`src/sv/xbs_pkg.sv`:
```
package xbs_pkg;

  // line bytes of the frame
  localparam logic [7:0] SOH_BYTE  = 8'h01;
  localparam logic [7:0] EOT_BYTE  = 8'h04;
  localparam logic [7:0] ACK_BYTE  = 8'h06;
  localparam logic [7:0] STAR_BYTE = 8'h2A;

  // fill count width, covers every supported block size (up to 63)
  localparam int FILL_W = 6;
  // frame position: block size plus four bytes of framing
  localparam int POS_W  = FILL_W + 1;

  localparam logic [7:0] MAX_TRIES_RST = 8'd10;

  // register byte offsets
  localparam logic [2:0] ADDR_MAX_TRIES = 3'd0;

  // request codes on the input word
  typedef enum logic [1:0] {
    REQ_DATA = 2'd0,
    REQ_EOI  = 2'd1,
    REQ_RESP = 2'd2
  } req_e;

  // status codes on the result word
  typedef enum logic [2:0] {
    STAT_NONE       = 3'd0,
    STAT_ACKED      = 3'd1,
    STAT_FAILED     = 3'd2,
    STAT_COMPLETE   = 3'd3,
    STAT_EOT_NO_ACK = 3'd4
  } status_e;

  // work handed from front to back
  typedef enum logic [1:0] {
    CMD_FRAME  = 2'd0,
    CMD_EOT    = 2'd1,
    CMD_STATUS = 2'd2
  } cmd_kind_e;

  typedef struct packed {
    logic [1:0] req_type;
    logic [7:0] data_byte;
    logic       last_in_block;
    logic       resp_received;
    logic [7:0] resp_byte;
  } in_t;

  typedef struct packed {
    logic       is_tx;
    logic [7:0] tx_byte;
    logic [2:0] status;
    logic [7:0] block_number;
    logic       last_of_run;
  } out_t;

  typedef struct packed {
    cmd_kind_e          kind;
    status_e            status;
    logic [7:0]         seq;
    logic [7:0]         chk;
    logic [FILL_W-1:0]  count;
  } cmd_t;

  typedef struct packed {
    logic              en;
    logic [FILL_W-1:0] addr;
    logic [7:0]        data;
  } buf_wr_t;

endpackage

```
`src/sv/xbs_front.sv`:
```
module xbs_front #(
  parameter int BLOCK_SIZE = 32
) (
  input  logic                clk,
  input  logic                rst_n,
  input  logic                in_valid,
  output logic                in_ready,
  input  xbs_pkg::in_t        in_data,
  input  logic                psel,
  input  logic                penable,
  input  logic                pwrite,
  input  logic [2:0]          paddr,
  input  logic [31:0]         pwdata,
  output logic [31:0]         prdata,
  input  logic                q_full,
  input  logic                back_idle,
  output logic                q_push,
  output xbs_pkg::cmd_t       q_cmd,
  output xbs_pkg::buf_wr_t    buf_wr
);
  import xbs_pkg::*;

  typedef enum logic [2:0] {
    PH_FILL,
    PH_WAIT_BLK,
    PH_FAILED,
    PH_WAIT_EOT,
    PH_DONE
  } phase_t;

  localparam logic [FILL_W-1:0] BLK_FULL = FILL_W'(BLOCK_SIZE);

  phase_t            phase_r, phase_nxt;
  logic [FILL_W-1:0] fill_r, fill_nxt;
  logic [7:0]        seq_r, seq_nxt;
  logic [7:0]        sum_r, sum_nxt;
  logic [7:0]        tries_r, tries_nxt;
  logic [7:0]        max_tries_r;
  logic              accept;
  logic              acked;
  logic              out_of_tries;
  logic              reg_sel;

  // data words touch the buffer, so they wait until the back has drained
  assign in_ready     = !q_full && (in_data.req_type != REQ_DATA || back_idle);
  assign accept       = in_valid && in_ready;
  assign acked        = in_data.resp_received && (in_data.resp_byte == ACK_BYTE);
  assign out_of_tries = tries_r >= max_tries_r;
  assign reg_sel      = !paddr[2];

  // classify the word and decide the command
  always_comb begin
    phase_nxt = phase_r;
    fill_nxt  = fill_r;
    seq_nxt   = seq_r;
    sum_nxt   = sum_r;
    tries_nxt = tries_r;
    q_push    = 1'b0;
    q_cmd     = '{kind: CMD_FRAME, status: STAT_NONE, seq: seq_r,
                  chk: 8'(seq_r + 8'd1 + sum_r), count: fill_r};
    buf_wr    = '{en: 1'b0, addr: fill_r, data: in_data.data_byte};
    if (accept) begin
      case (in_data.req_type)
        REQ_DATA: begin
          if (phase_r == PH_FILL) begin
            if (fill_r < BLK_FULL) begin
              buf_wr.en = 1'b1;
              fill_nxt  = fill_r + 1'b1;
              sum_nxt   = 8'(sum_r + in_data.data_byte);
            end
            if (in_data.last_in_block || fill_nxt >= BLK_FULL) begin
              q_push      = 1'b1;
              q_cmd.chk   = 8'(seq_r + 8'd1 + sum_nxt);
              q_cmd.count = fill_nxt;
              tries_nxt   = 8'd1;
              phase_nxt   = PH_WAIT_BLK;
            end
          end
        end
        REQ_EOI: begin
          if (phase_r == PH_FILL) begin
            q_push    = 1'b1;
            tries_nxt = 8'd1;
            if (fill_r != '0) begin
              phase_nxt = PH_WAIT_BLK;
            end else begin
              q_cmd.kind = CMD_EOT;
              phase_nxt  = PH_WAIT_EOT;
            end
          end
        end
        REQ_RESP: begin
          if (phase_r == PH_WAIT_BLK) begin
            q_push = 1'b1;
            if (acked) begin
              q_cmd.kind   = CMD_STATUS;
              q_cmd.status = STAT_ACKED;
              seq_nxt      = seq_r + 8'd1;
              fill_nxt     = '0;
              sum_nxt      = '0;
              tries_nxt    = '0;
              phase_nxt    = PH_FILL;
            end else if (out_of_tries) begin
              q_cmd.kind   = CMD_STATUS;
              q_cmd.status = STAT_FAILED;
              phase_nxt    = PH_FAILED;
            end else begin
              tries_nxt = tries_r + 8'd1;
            end
          end else if (phase_r == PH_WAIT_EOT) begin
            q_push = 1'b1;
            if (acked) begin
              q_cmd.kind   = CMD_STATUS;
              q_cmd.status = STAT_COMPLETE;
              phase_nxt    = PH_DONE;
            end else if (out_of_tries) begin
              q_cmd.kind   = CMD_STATUS;
              q_cmd.status = STAT_EOT_NO_ACK;
              phase_nxt    = PH_DONE;
            end else begin
              q_cmd.kind = CMD_EOT;
              tries_nxt  = tries_r + 8'd1;
            end
          end
        end
        default: begin
        end
      endcase
    end
  end

  // protocol state and the tries register
  always_ff @(posedge clk) begin
    if (!rst_n) begin
      phase_r     <= PH_FILL;
      fill_r      <= '0;
      seq_r       <= '0;
      sum_r       <= '0;
      tries_r     <= '0;
      max_tries_r <= MAX_TRIES_RST;
    end else begin
      phase_r <= phase_nxt;
      fill_r  <= fill_nxt;
      seq_r   <= seq_nxt;
      sum_r   <= sum_nxt;
      tries_r <= tries_nxt;
      if (psel && penable && pwrite && reg_sel) begin
        max_tries_r <= pwdata[7:0];
      end
    end
  end

  // register readback
  assign prdata = reg_sel ? {24'd0, max_tries_r} : 32'd0;

  a_fill_bound: assert property (@(posedge clk) disable iff (!rst_n)
    fill_r <= BLK_FULL)
    else $error("fill count beyond block size");

  a_tries_set: assert property (@(posedge clk) disable iff (!rst_n)
    (phase_r == PH_WAIT_BLK || phase_r == PH_WAIT_EOT) |-> tries_r != 8'd0)
    else $error("waiting for a response with no send counted");

  a_buf_quiet: assert property (@(posedge clk) disable iff (!rst_n)
    buf_wr.en |-> back_idle)
    else $error("buffer written while a frame may be read");

endmodule

```
`src/sv/xbs_cmd_queue.sv`:
```
module xbs_cmd_queue #(
  parameter int DEPTH = 2
) (
  input  logic          clk,
  input  logic          rst_n,
  input  logic          push,
  input  xbs_pkg::cmd_t push_cmd,
  input  logic          pop,
  output xbs_pkg::cmd_t head_cmd,
  output logic          empty,
  output logic          full
);
  import xbs_pkg::*;

  localparam int PTR_W = (DEPTH > 1) ? $clog2(DEPTH) : 1;
  localparam int CNT_W = $clog2(DEPTH + 1);
  localparam logic [PTR_W-1:0] PTR_LAST = PTR_W'(DEPTH - 1);
  localparam logic [CNT_W-1:0] CNT_FULL = CNT_W'(DEPTH);

  cmd_t             slot_r [DEPTH];
  logic [PTR_W-1:0] wr_ptr_r;
  logic [PTR_W-1:0] rd_ptr_r;
  logic [CNT_W-1:0] count_r;
  logic             do_push;
  logic             do_pop;

  assign empty    = count_r == '0;
  assign full     = count_r == CNT_FULL;
  assign do_push  = push && !full;
  assign do_pop   = pop && !empty;
  assign head_cmd = slot_r[rd_ptr_r];

  // pointers and occupancy
  always_ff @(posedge clk) begin
    if (!rst_n) begin
      wr_ptr_r <= '0;
      rd_ptr_r <= '0;
      count_r  <= '0;
    end else begin
      if (do_push) begin
        wr_ptr_r <= (wr_ptr_r == PTR_LAST) ? '0 : wr_ptr_r + 1'b1;
      end
      if (do_pop) begin
        rd_ptr_r <= (rd_ptr_r == PTR_LAST) ? '0 : rd_ptr_r + 1'b1;
      end
      if (do_push && !do_pop) begin
        count_r <= count_r + 1'b1;
      end else if (do_pop && !do_push) begin
        count_r <= count_r - 1'b1;
      end
    end
  end

  // entry storage
  always_ff @(posedge clk) begin
    if (do_push) begin
      slot_r[wr_ptr_r] <= push_cmd;
    end
  end

  a_no_overflow: assert property (@(posedge clk) disable iff (!rst_n)
    full |-> !push)
    else $error("command pushed into a full queue");

endmodule

```
`src/sv/xbs_back.sv`:
```
module xbs_back #(
  parameter int BLOCK_SIZE = 32
) (
  input  logic             clk,
  input  logic             rst_n,
  input  xbs_pkg::buf_wr_t buf_wr,
  input  logic             q_empty,
  input  xbs_pkg::cmd_t    q_cmd,
  output logic             q_pop,
  output logic             busy,
  output logic             out_valid,
  input  logic             out_ready,
  output xbs_pkg::out_t    out_data
);
  import xbs_pkg::*;

  localparam int IDX_W = (BLOCK_SIZE > 1) ? $clog2(BLOCK_SIZE) : 1;

  typedef enum logic {
    ST_IDLE,
    ST_EMIT
  } state_t;

  state_t           state_r;
  cmd_t             cmd_r;
  logic [POS_W-1:0] pos_r;
  logic [IDX_W-1:0] didx_r;
  logic [IDX_W-1:0] raddr;
  logic [7:0]       rdata_r;
  logic [7:0]       buf_mem [BLOCK_SIZE];
  logic             out_valid_r;
  out_t             out_r;
  logic             load;
  logic             advance;
  logic [POS_W-1:0] cnt_ext;
  logic [POS_W-1:0] last_pos;
  logic             is_last;
  out_t             word;

  assign cnt_ext  = {1'b0, cmd_r.count};
  assign last_pos = (cmd_r.kind == CMD_FRAME) ? cnt_ext + POS_W'(3) : '0;
  assign is_last  = pos_r == last_pos;
  assign load     = !out_valid_r || out_ready;
  assign advance  = (state_r == ST_EMIT) && load;
  assign q_pop    = (state_r == ST_IDLE) && !q_empty;
  assign busy     = state_r != ST_IDLE;

  // read address runs one step ahead of the data byte in the frame
  always_comb begin
    if (state_r == ST_IDLE) begin
      raddr = '0;
    end else if (advance && pos_r >= POS_W'(2) && pos_r < cnt_ext + POS_W'(1)) begin
      raddr = IDX_W'(didx_r + 1'b1);
    end else begin
      raddr = didx_r;
    end
  end

  // frame buffer
  always_ff @(posedge clk) begin
    if (buf_wr.en) begin
      buf_mem[buf_wr.addr[IDX_W-1:0]] <= buf_wr.data;
    end
    rdata_r <= buf_mem[raddr];
    didx_r  <= raddr;
  end

  // word for the current position of the command
  always_comb begin
    word = '{is_tx: 1'b1, tx_byte: 8'd0, status: STAT_NONE,
             block_number: cmd_r.seq, last_of_run: is_last};
    case (cmd_r.kind)
      CMD_FRAME: begin
        if (pos_r == '0) begin
          word.tx_byte = SOH_BYTE;
        end else if (pos_r == POS_W'(1)) begin
          word.tx_byte = cmd_r.seq;
        end else if (pos_r <= cnt_ext + POS_W'(1)) begin
          word.tx_byte = rdata_r;
        end else if (pos_r == cnt_ext + POS_W'(2)) begin
          word.tx_byte = STAR_BYTE;
        end else begin
          word.tx_byte = cmd_r.chk;
        end
      end
      CMD_EOT: begin
        word.tx_byte = EOT_BYTE;
      end
      CMD_STATUS: begin
        word.is_tx  = 1'b0;
        word.status = cmd_r.status;
      end
      default: begin
        word.is_tx = 1'b0;
      end
    endcase
  end

  // sequencer and output register
  always_ff @(posedge clk) begin
    if (!rst_n) begin
      state_r     <= ST_IDLE;
      out_valid_r <= 1'b0;
    end else begin
      // output word held until taken
      if (advance) begin
        out_valid_r <= 1'b1;
      end else if (out_ready) begin
        out_valid_r <= 1'b0;
      end
      case (state_r)
        ST_IDLE: begin
          if (!q_empty) begin
            cmd_r   <= q_cmd;
            pos_r   <= '0;
            state_r <= ST_EMIT;
          end
        end
        ST_EMIT: begin
          if (load) begin
            out_r <= word;
            pos_r <= pos_r + 1'b1;
            if (is_last) begin
              state_r <= ST_IDLE;
            end
          end
        end
        default: begin
          state_r <= ST_IDLE;
        end
      endcase
    end
  end

  assign out_valid = out_valid_r;
  assign out_data  = out_r;

  a_pos_bound: assert property (@(posedge clk) disable iff (!rst_n)
    (state_r == ST_EMIT) |-> pos_r <= last_pos)
    else $error("frame position past the last byte");

  a_end_marked: assert property (@(posedge clk) disable iff (!rst_n)
    (advance && is_last) |=> (out_valid && out_data.last_of_run && state_r == ST_IDLE))
    else $error("command end not marked on its final word");

endmodule

```
`src/sv/xmodem_block_sender.sv`:
```
// flow: a word that starts a frame, EOT or status is pushed into the command
//   queue, then taken by the sequencer and registered at the output; a frame
//   streams one byte a cycle while out_ready holds; data words stall until the
//   command queue and the sequencer are both idle
// reset: rst_n is synchronous and active low; it clears the protocol state,
//   the command queue and the output; the frame buffer is not cleared
module xmodem_block_sender #(
  parameter int BLOCK_SIZE  = 32,
  parameter int QUEUE_DEPTH = 2
) (
  input  logic           clk,
  input  logic           rst_n,
  input  logic           in_valid,
  output logic           in_ready,
  input  xbs_pkg::in_t   in_data,
  output logic           out_valid,
  input  logic           out_ready,
  output xbs_pkg::out_t  out_data,
  input  logic           psel,
  input  logic           penable,
  input  logic           pwrite,
  input  logic [2:0]     paddr,
  input  logic [31:0]    pwdata,
  output logic [31:0]    prdata,
  output logic           pready
);
  import xbs_pkg::*;

  cmd_t    push_cmd;
  cmd_t    head_cmd;
  buf_wr_t buf_wr;
  logic    q_push;
  logic    q_pop;
  logic    q_empty;
  logic    q_full;
  logic    back_busy;
  logic    back_idle;

  assign pready    = 1'b1;
  assign back_idle = q_empty && !back_busy;

  // accept and classify words, keep the protocol state
  xbs_front #(
    .BLOCK_SIZE (BLOCK_SIZE)
  ) u_front (
    .clk       (clk),
    .rst_n     (rst_n),
    .in_valid  (in_valid),
    .in_ready  (in_ready),
    .in_data   (in_data),
    .psel      (psel),
    .penable   (penable),
    .pwrite    (pwrite),
    .paddr     (paddr),
    .pwdata    (pwdata),
    .prdata    (prdata),
    .q_full    (q_full),
    .back_idle (back_idle),
    .q_push    (q_push),
    .q_cmd     (push_cmd),
    .buf_wr    (buf_wr)
  );

  // decouple front and back
  xbs_cmd_queue #(
    .DEPTH (QUEUE_DEPTH)
  ) u_queue (
    .clk      (clk),
    .rst_n    (rst_n),
    .push     (q_push),
    .push_cmd (push_cmd),
    .pop      (q_pop),
    .head_cmd (head_cmd),
    .empty    (q_empty),
    .full     (q_full)
  );

  // emit frames, EOT and status words
  xbs_back #(
    .BLOCK_SIZE (BLOCK_SIZE)
  ) u_back (
    .clk       (clk),
    .rst_n     (rst_n),
    .buf_wr    (buf_wr),
    .q_empty   (q_empty),
    .q_cmd     (head_cmd),
    .q_pop     (q_pop),
    .busy      (back_busy),
    .out_valid (out_valid),
    .out_ready (out_ready),
    .out_data  (out_data)
  );

endmodule
```
`config.mk`:
```
export PLATFORM = sky130hd
export DESIGN_NAME = xmodem_block_sender
export DESIGN_NICKNAME = d
export VERILOG_FILES = /design/src/sv/xbs_pkg.sv /design/src/sv/xbs_front.sv /design/src/sv/xbs_cmd_queue.sv /design/src/sv/xbs_back.sv /design/src/sv/xmodem_block_sender.sv
export SDC_FILE = /design/constraint.sdc
export NUM_CORES = 1
export LEC_CHECK = 0
export BUFFER_PORTS_ARGS = -buffer_cell sky130_fd_sc_hd__clkbuf_2
export CORE_ASPECT_RATIO = 2
export CORE_MARGIN = 1
export CORE_UTILIZATION = 55
export DETAILED_ROUTE_END_ITERATION = 7
export GPL_TIMING_DRIVEN = 0
export PLACE_DENSITY = 0.73
export RECOVER_POWER = 100
export SLEW_MARGIN = 20
export SYNTH_ARGS = -nofsm -noshare
export SYNTH_HDL_FRONTEND = slang
export SYNTH_SLANG_ARGS = --single-unit
```
`constraint.sdc`:
```
create_clock -name clk -period 9.95 [get_ports clk]
set_input_delay 0.4975 -clock clk [delete_from_list [all_inputs] [get_ports clk]]
set_output_delay 0.4975 -clock clk [all_outputs]
set_load 0.02 [all_outputs]
```
==> impl_metrics.json <==
{
  "arrival_ns": 6.52,
  "grt_util_all_layers_pct": 30.4,
  "setup_viol": 0,
  "p_sw_mw": 1.37,
  "wl_per_cell_um": 24.6,
  "finalHoldViolCount": 0,
  "start_util_pct": 56.2,
  "yosysWarnings": 0,
  "clock_power_share_pct": 31.6,
  "slew_viol_final": 334,
  "io_buffers": 65,
  "syn_area_per_cell_um2": 12.5,
  "tightest_slew_ns": 2.24,
  "io-pin-count": 118,
  "violations": "max-capacitance violations, max-slew violations",
  "combPwrFrac_pct": 22.1,
  "design_area_um2": 21400,
  "clock_sinks": 425,
  "ys_ff_latch": 425,
  "vias_per_cell": 6.15,
  "synthTopCellsByArea": "edfxtp_1, dfxtp_1, ha_1, nand2_1, mux2i_1",
  "critical_path_class": "register to register",
  "synth_flop_cell": "edfxtp_1",
  "synth.cell_area_um2": 19400,
  "rrSetupSlack_ns": 3.89,
  "cp-end-kind": "register",
  "grt_remaining_overflow": 0,
  "drt_first_pass_iters": 5,
  "drive_gt1_share_pct": 10.7,
  "layout.nets": 1810,
  "cts_tree": "built",
  "p_seq_share_pct": 46.3,
  "yosysMostFrequentCell": "edfxtp_1",
  "status": "finished with violations",
  "clockRootBuffer": "clkbuf_16",
  "cts_buffer_depth": 3,
  "die_area_um2": 36100,
  "ir_drop_uv": 126,
  "r2r_cells": 17,
  "drtIter0Drc": 1035,
  "gp_congestion": 1.00,
  "syn_inst": 1557,
  "areaGrowthSynthToFinish_pct": 10.6,
  "p_per_area_nw_per_um2": 212,
  "ant_nets": 0,
  "drt_drc_violations_left": 0,
  "start_kind": "register",
  "netlist.area_leader.share_pct": 56.5,
  "timing.rr.start": "u_back.cmd_r[3]",
  "fin_skew_ns": 0.0178,
  "async_reset_ff_share_pct": 0,
  "p_leak_nw": 7.56,
  "p_int_mw": 3.17,
  "die_x_um": 135,
  "htreeDepth": 2,
  "switching_share_pct": 30.2,
  "worstPathRequired_ns": 10.41,
  "r2r-end": "u_back.rdata_r[6]",
  "core_area_um2": 34500,
  "worstPathMaxFanout": 10,
  "drv_cap": 11,
  "fp.dieH_um": 268,
  "min_period_ns": 6.06,
  "max_slew_margin_pct": -49.7,
  "rows": 96,
  "totalWireLength_um": 53100,
  "numCtsBuffers": 37,
  "startpoint": "u_back.cmd_r[3]",
  "setup.worst_path.end": "u_back.rdata_r[6]",
  "rsz0062_at_grt": "no",
  "clk_pin_slew_ns": 0.07,
  "finalCritPeriodShare_pct": 60.9,
  "antenna_found_initial": 0,
  "yosys.area.top_type": "edfxtp_1",
  "fin_tns_setup_ns": 0,
  "grt_start_max_net_pins": 35,
  "cts_resized": 0,
  "yosysSeqAreaShare_pct": 62.7,
  "ys_top_cells_by_count": "edfxtp_1, nand2_1, nor2_1",
  "cts_hold_buf": 0,
  "dpl_cell_area_um2": 20400,
  "diodes": 0,
  "grt_pass1_vias": 13300,
  "hp-class": "input pin to register",
  "fmax_ghz": 0.165,
  "dp_hpwl_um": 38600,
  "clock_latency_ns": 0.55,
  "synth_edf_count": 365,
  "ys_types": 72,
  "via_count": 13300,
  "post_cts_buffers": 0,
  "grt_pass1_wl_um": 79100
}
==> placed cells by master, fill, tap and decap left out, drive strengths merged, types with 26 or more instances in the layout <==
master / synthesis / layout
a211oi: 34 / 34
xor2: 26 / 26
mux2: 33 / 33
edfxtp: 365 / 365
inv: 44 / 46
and3: 32 / 32
buf: 62 / 53
a21oi: 90 / 90
mux2i: 50 / 50
o21ai: 50 / 50
nand2: 166 / 166
nand3: 39 / 39
clkbuf: 39 / 166
xnor2: 35 / 35
dfxtp: 60 / 60
ha: 56 / 56
nor2: 116 / 116
==> sequential cells by signal, summed over array words and instances (netlist names), 6 cells and up <==
signal / cells
u_back.buf_mem: 256
u_queue.slot_r: 54
u_back.cmd_r: 27
u_back.out_data: 21
u_back.rdata_r: 8
u_front.max_tries_r: 8
u_front.seq_r: 8
u_front.sum_r: 8
u_front.tries_r: 8
u_back.pos_r: 7
u_front.fill_r: 6
==> worst max-delay path: stages (launching register included) <==
cell and delay [ns]:
edfxtp_1 0.33, clkbuf_1 0.37, nand2_1 0.13, nor2_1 0.26, nand2_1 0.13, ha_1 0.31
nand4_1 0.15, a21oi_1 0.24, or3_1 0.14, clkbuf_1 0.35, nor3_1 0.16, nor2_1 0.94
clkbuf_1 0.85, clkbuf_1 0.61, nand2_1 0.13, a21oi_1 0.53, a32oi_1 0.14, nand4_1 0.18
==> per-stage QoR <==
stage               instances  power, mW  worst slack, ns  util [%]  hold slack [ns]
finish                   2157       4.55             3.89      62.2            0.171
global route             2157       4.69             3.64      62.2            0.170
CTS                      2157       4.57             5.19      62.7            0.157
detailed placement       2091       3.15             5.21      59.3            0.447
global placement         2086       3.12             3.55      59.0            0.439
floorplan                1580       2.80             5.10         -            0.426
==> kinds of logic after synthesis <==
| group | count (synthesis) | synth area share [%] |
|---|---|---|
| AND/OR/NAND/NOR | 468 | 11.4 |
| flip-flops | 425 | 62.7 |
| AO/OA/AOI/OAI | 311 | 10.9 |
| buffers and inverters | 148 | 3.76 |
| multiplexers | 83 | 4.50 |
| XOR/XNOR | 61 | 2.76 |
| adder cells (fa/ha/maj) | 59 | 3.92 |
| other | 2 | 0.0387 |
==> routing by layer <==
layer,routed length (µm),vias to the layer above,share of wire (%),global-route usage [%]
li1,-,6041,-,-
met1,17100,6444,32,30.0
met2,29400,580,55,58.1
met3,2630,193,5.0,3.56
met4,3930,0,7.4,20.2
met5,0,-,0,0
==> cell type report <==
cell class / count / area, µm²
Sequential cell: 425 / 12200
Fill cell: 2671 / 13000
Timing Repair Buffer: 70 / 293
Clock buffer: 48 / 1030
Tap cell: 441 / 552
Clock inverter: 18 / 153
Inverter: 47 / 176
Multi-Input combinational cell: 1007 / 6540
Buffer: 101 / 531
==> power by group through the flow <==
| stage | combinational [mW] | sequential, mW | clock [mW] |
|---|---|---|---|
| finish | 1.01 | 2.11 | 1.43 |
| floorplan | 0.665 | 2.14 | 0 |
| global placement | 0.978 | 2.14 | 0 |
| global route | 1.07 | 2.11 | 1.50 |
| detailed placement | 1.01 | 2.14 | 0 |
| CTS | 1.02 | 2.10 | 1.44 |
==> worst min path at each step <==
stage / start / to / slack, ns / cells past startpoint
floorplan: u_back.cmd_r[15] / u_back.out_data[2] / 0.43 / 0
global placement: u_back.cmd_r[16] / u_back.out_data[3] / 0.44 / 0
detailed placement: u_front.max_tries_r[4] / u_front.max_tries_r[4] / 0.45 / 2
CTS: pwdata[5] / u_front.max_tries_r[5] / 0.16 / 3
global route: pwdata[6] / u_front.max_tries_r[6] / 0.17 / 3
finish: pwdata[5] / u_front.max_tries_r[5] / 0.17 / 3
Note: power is estimated with default switching activity, not from simulation.
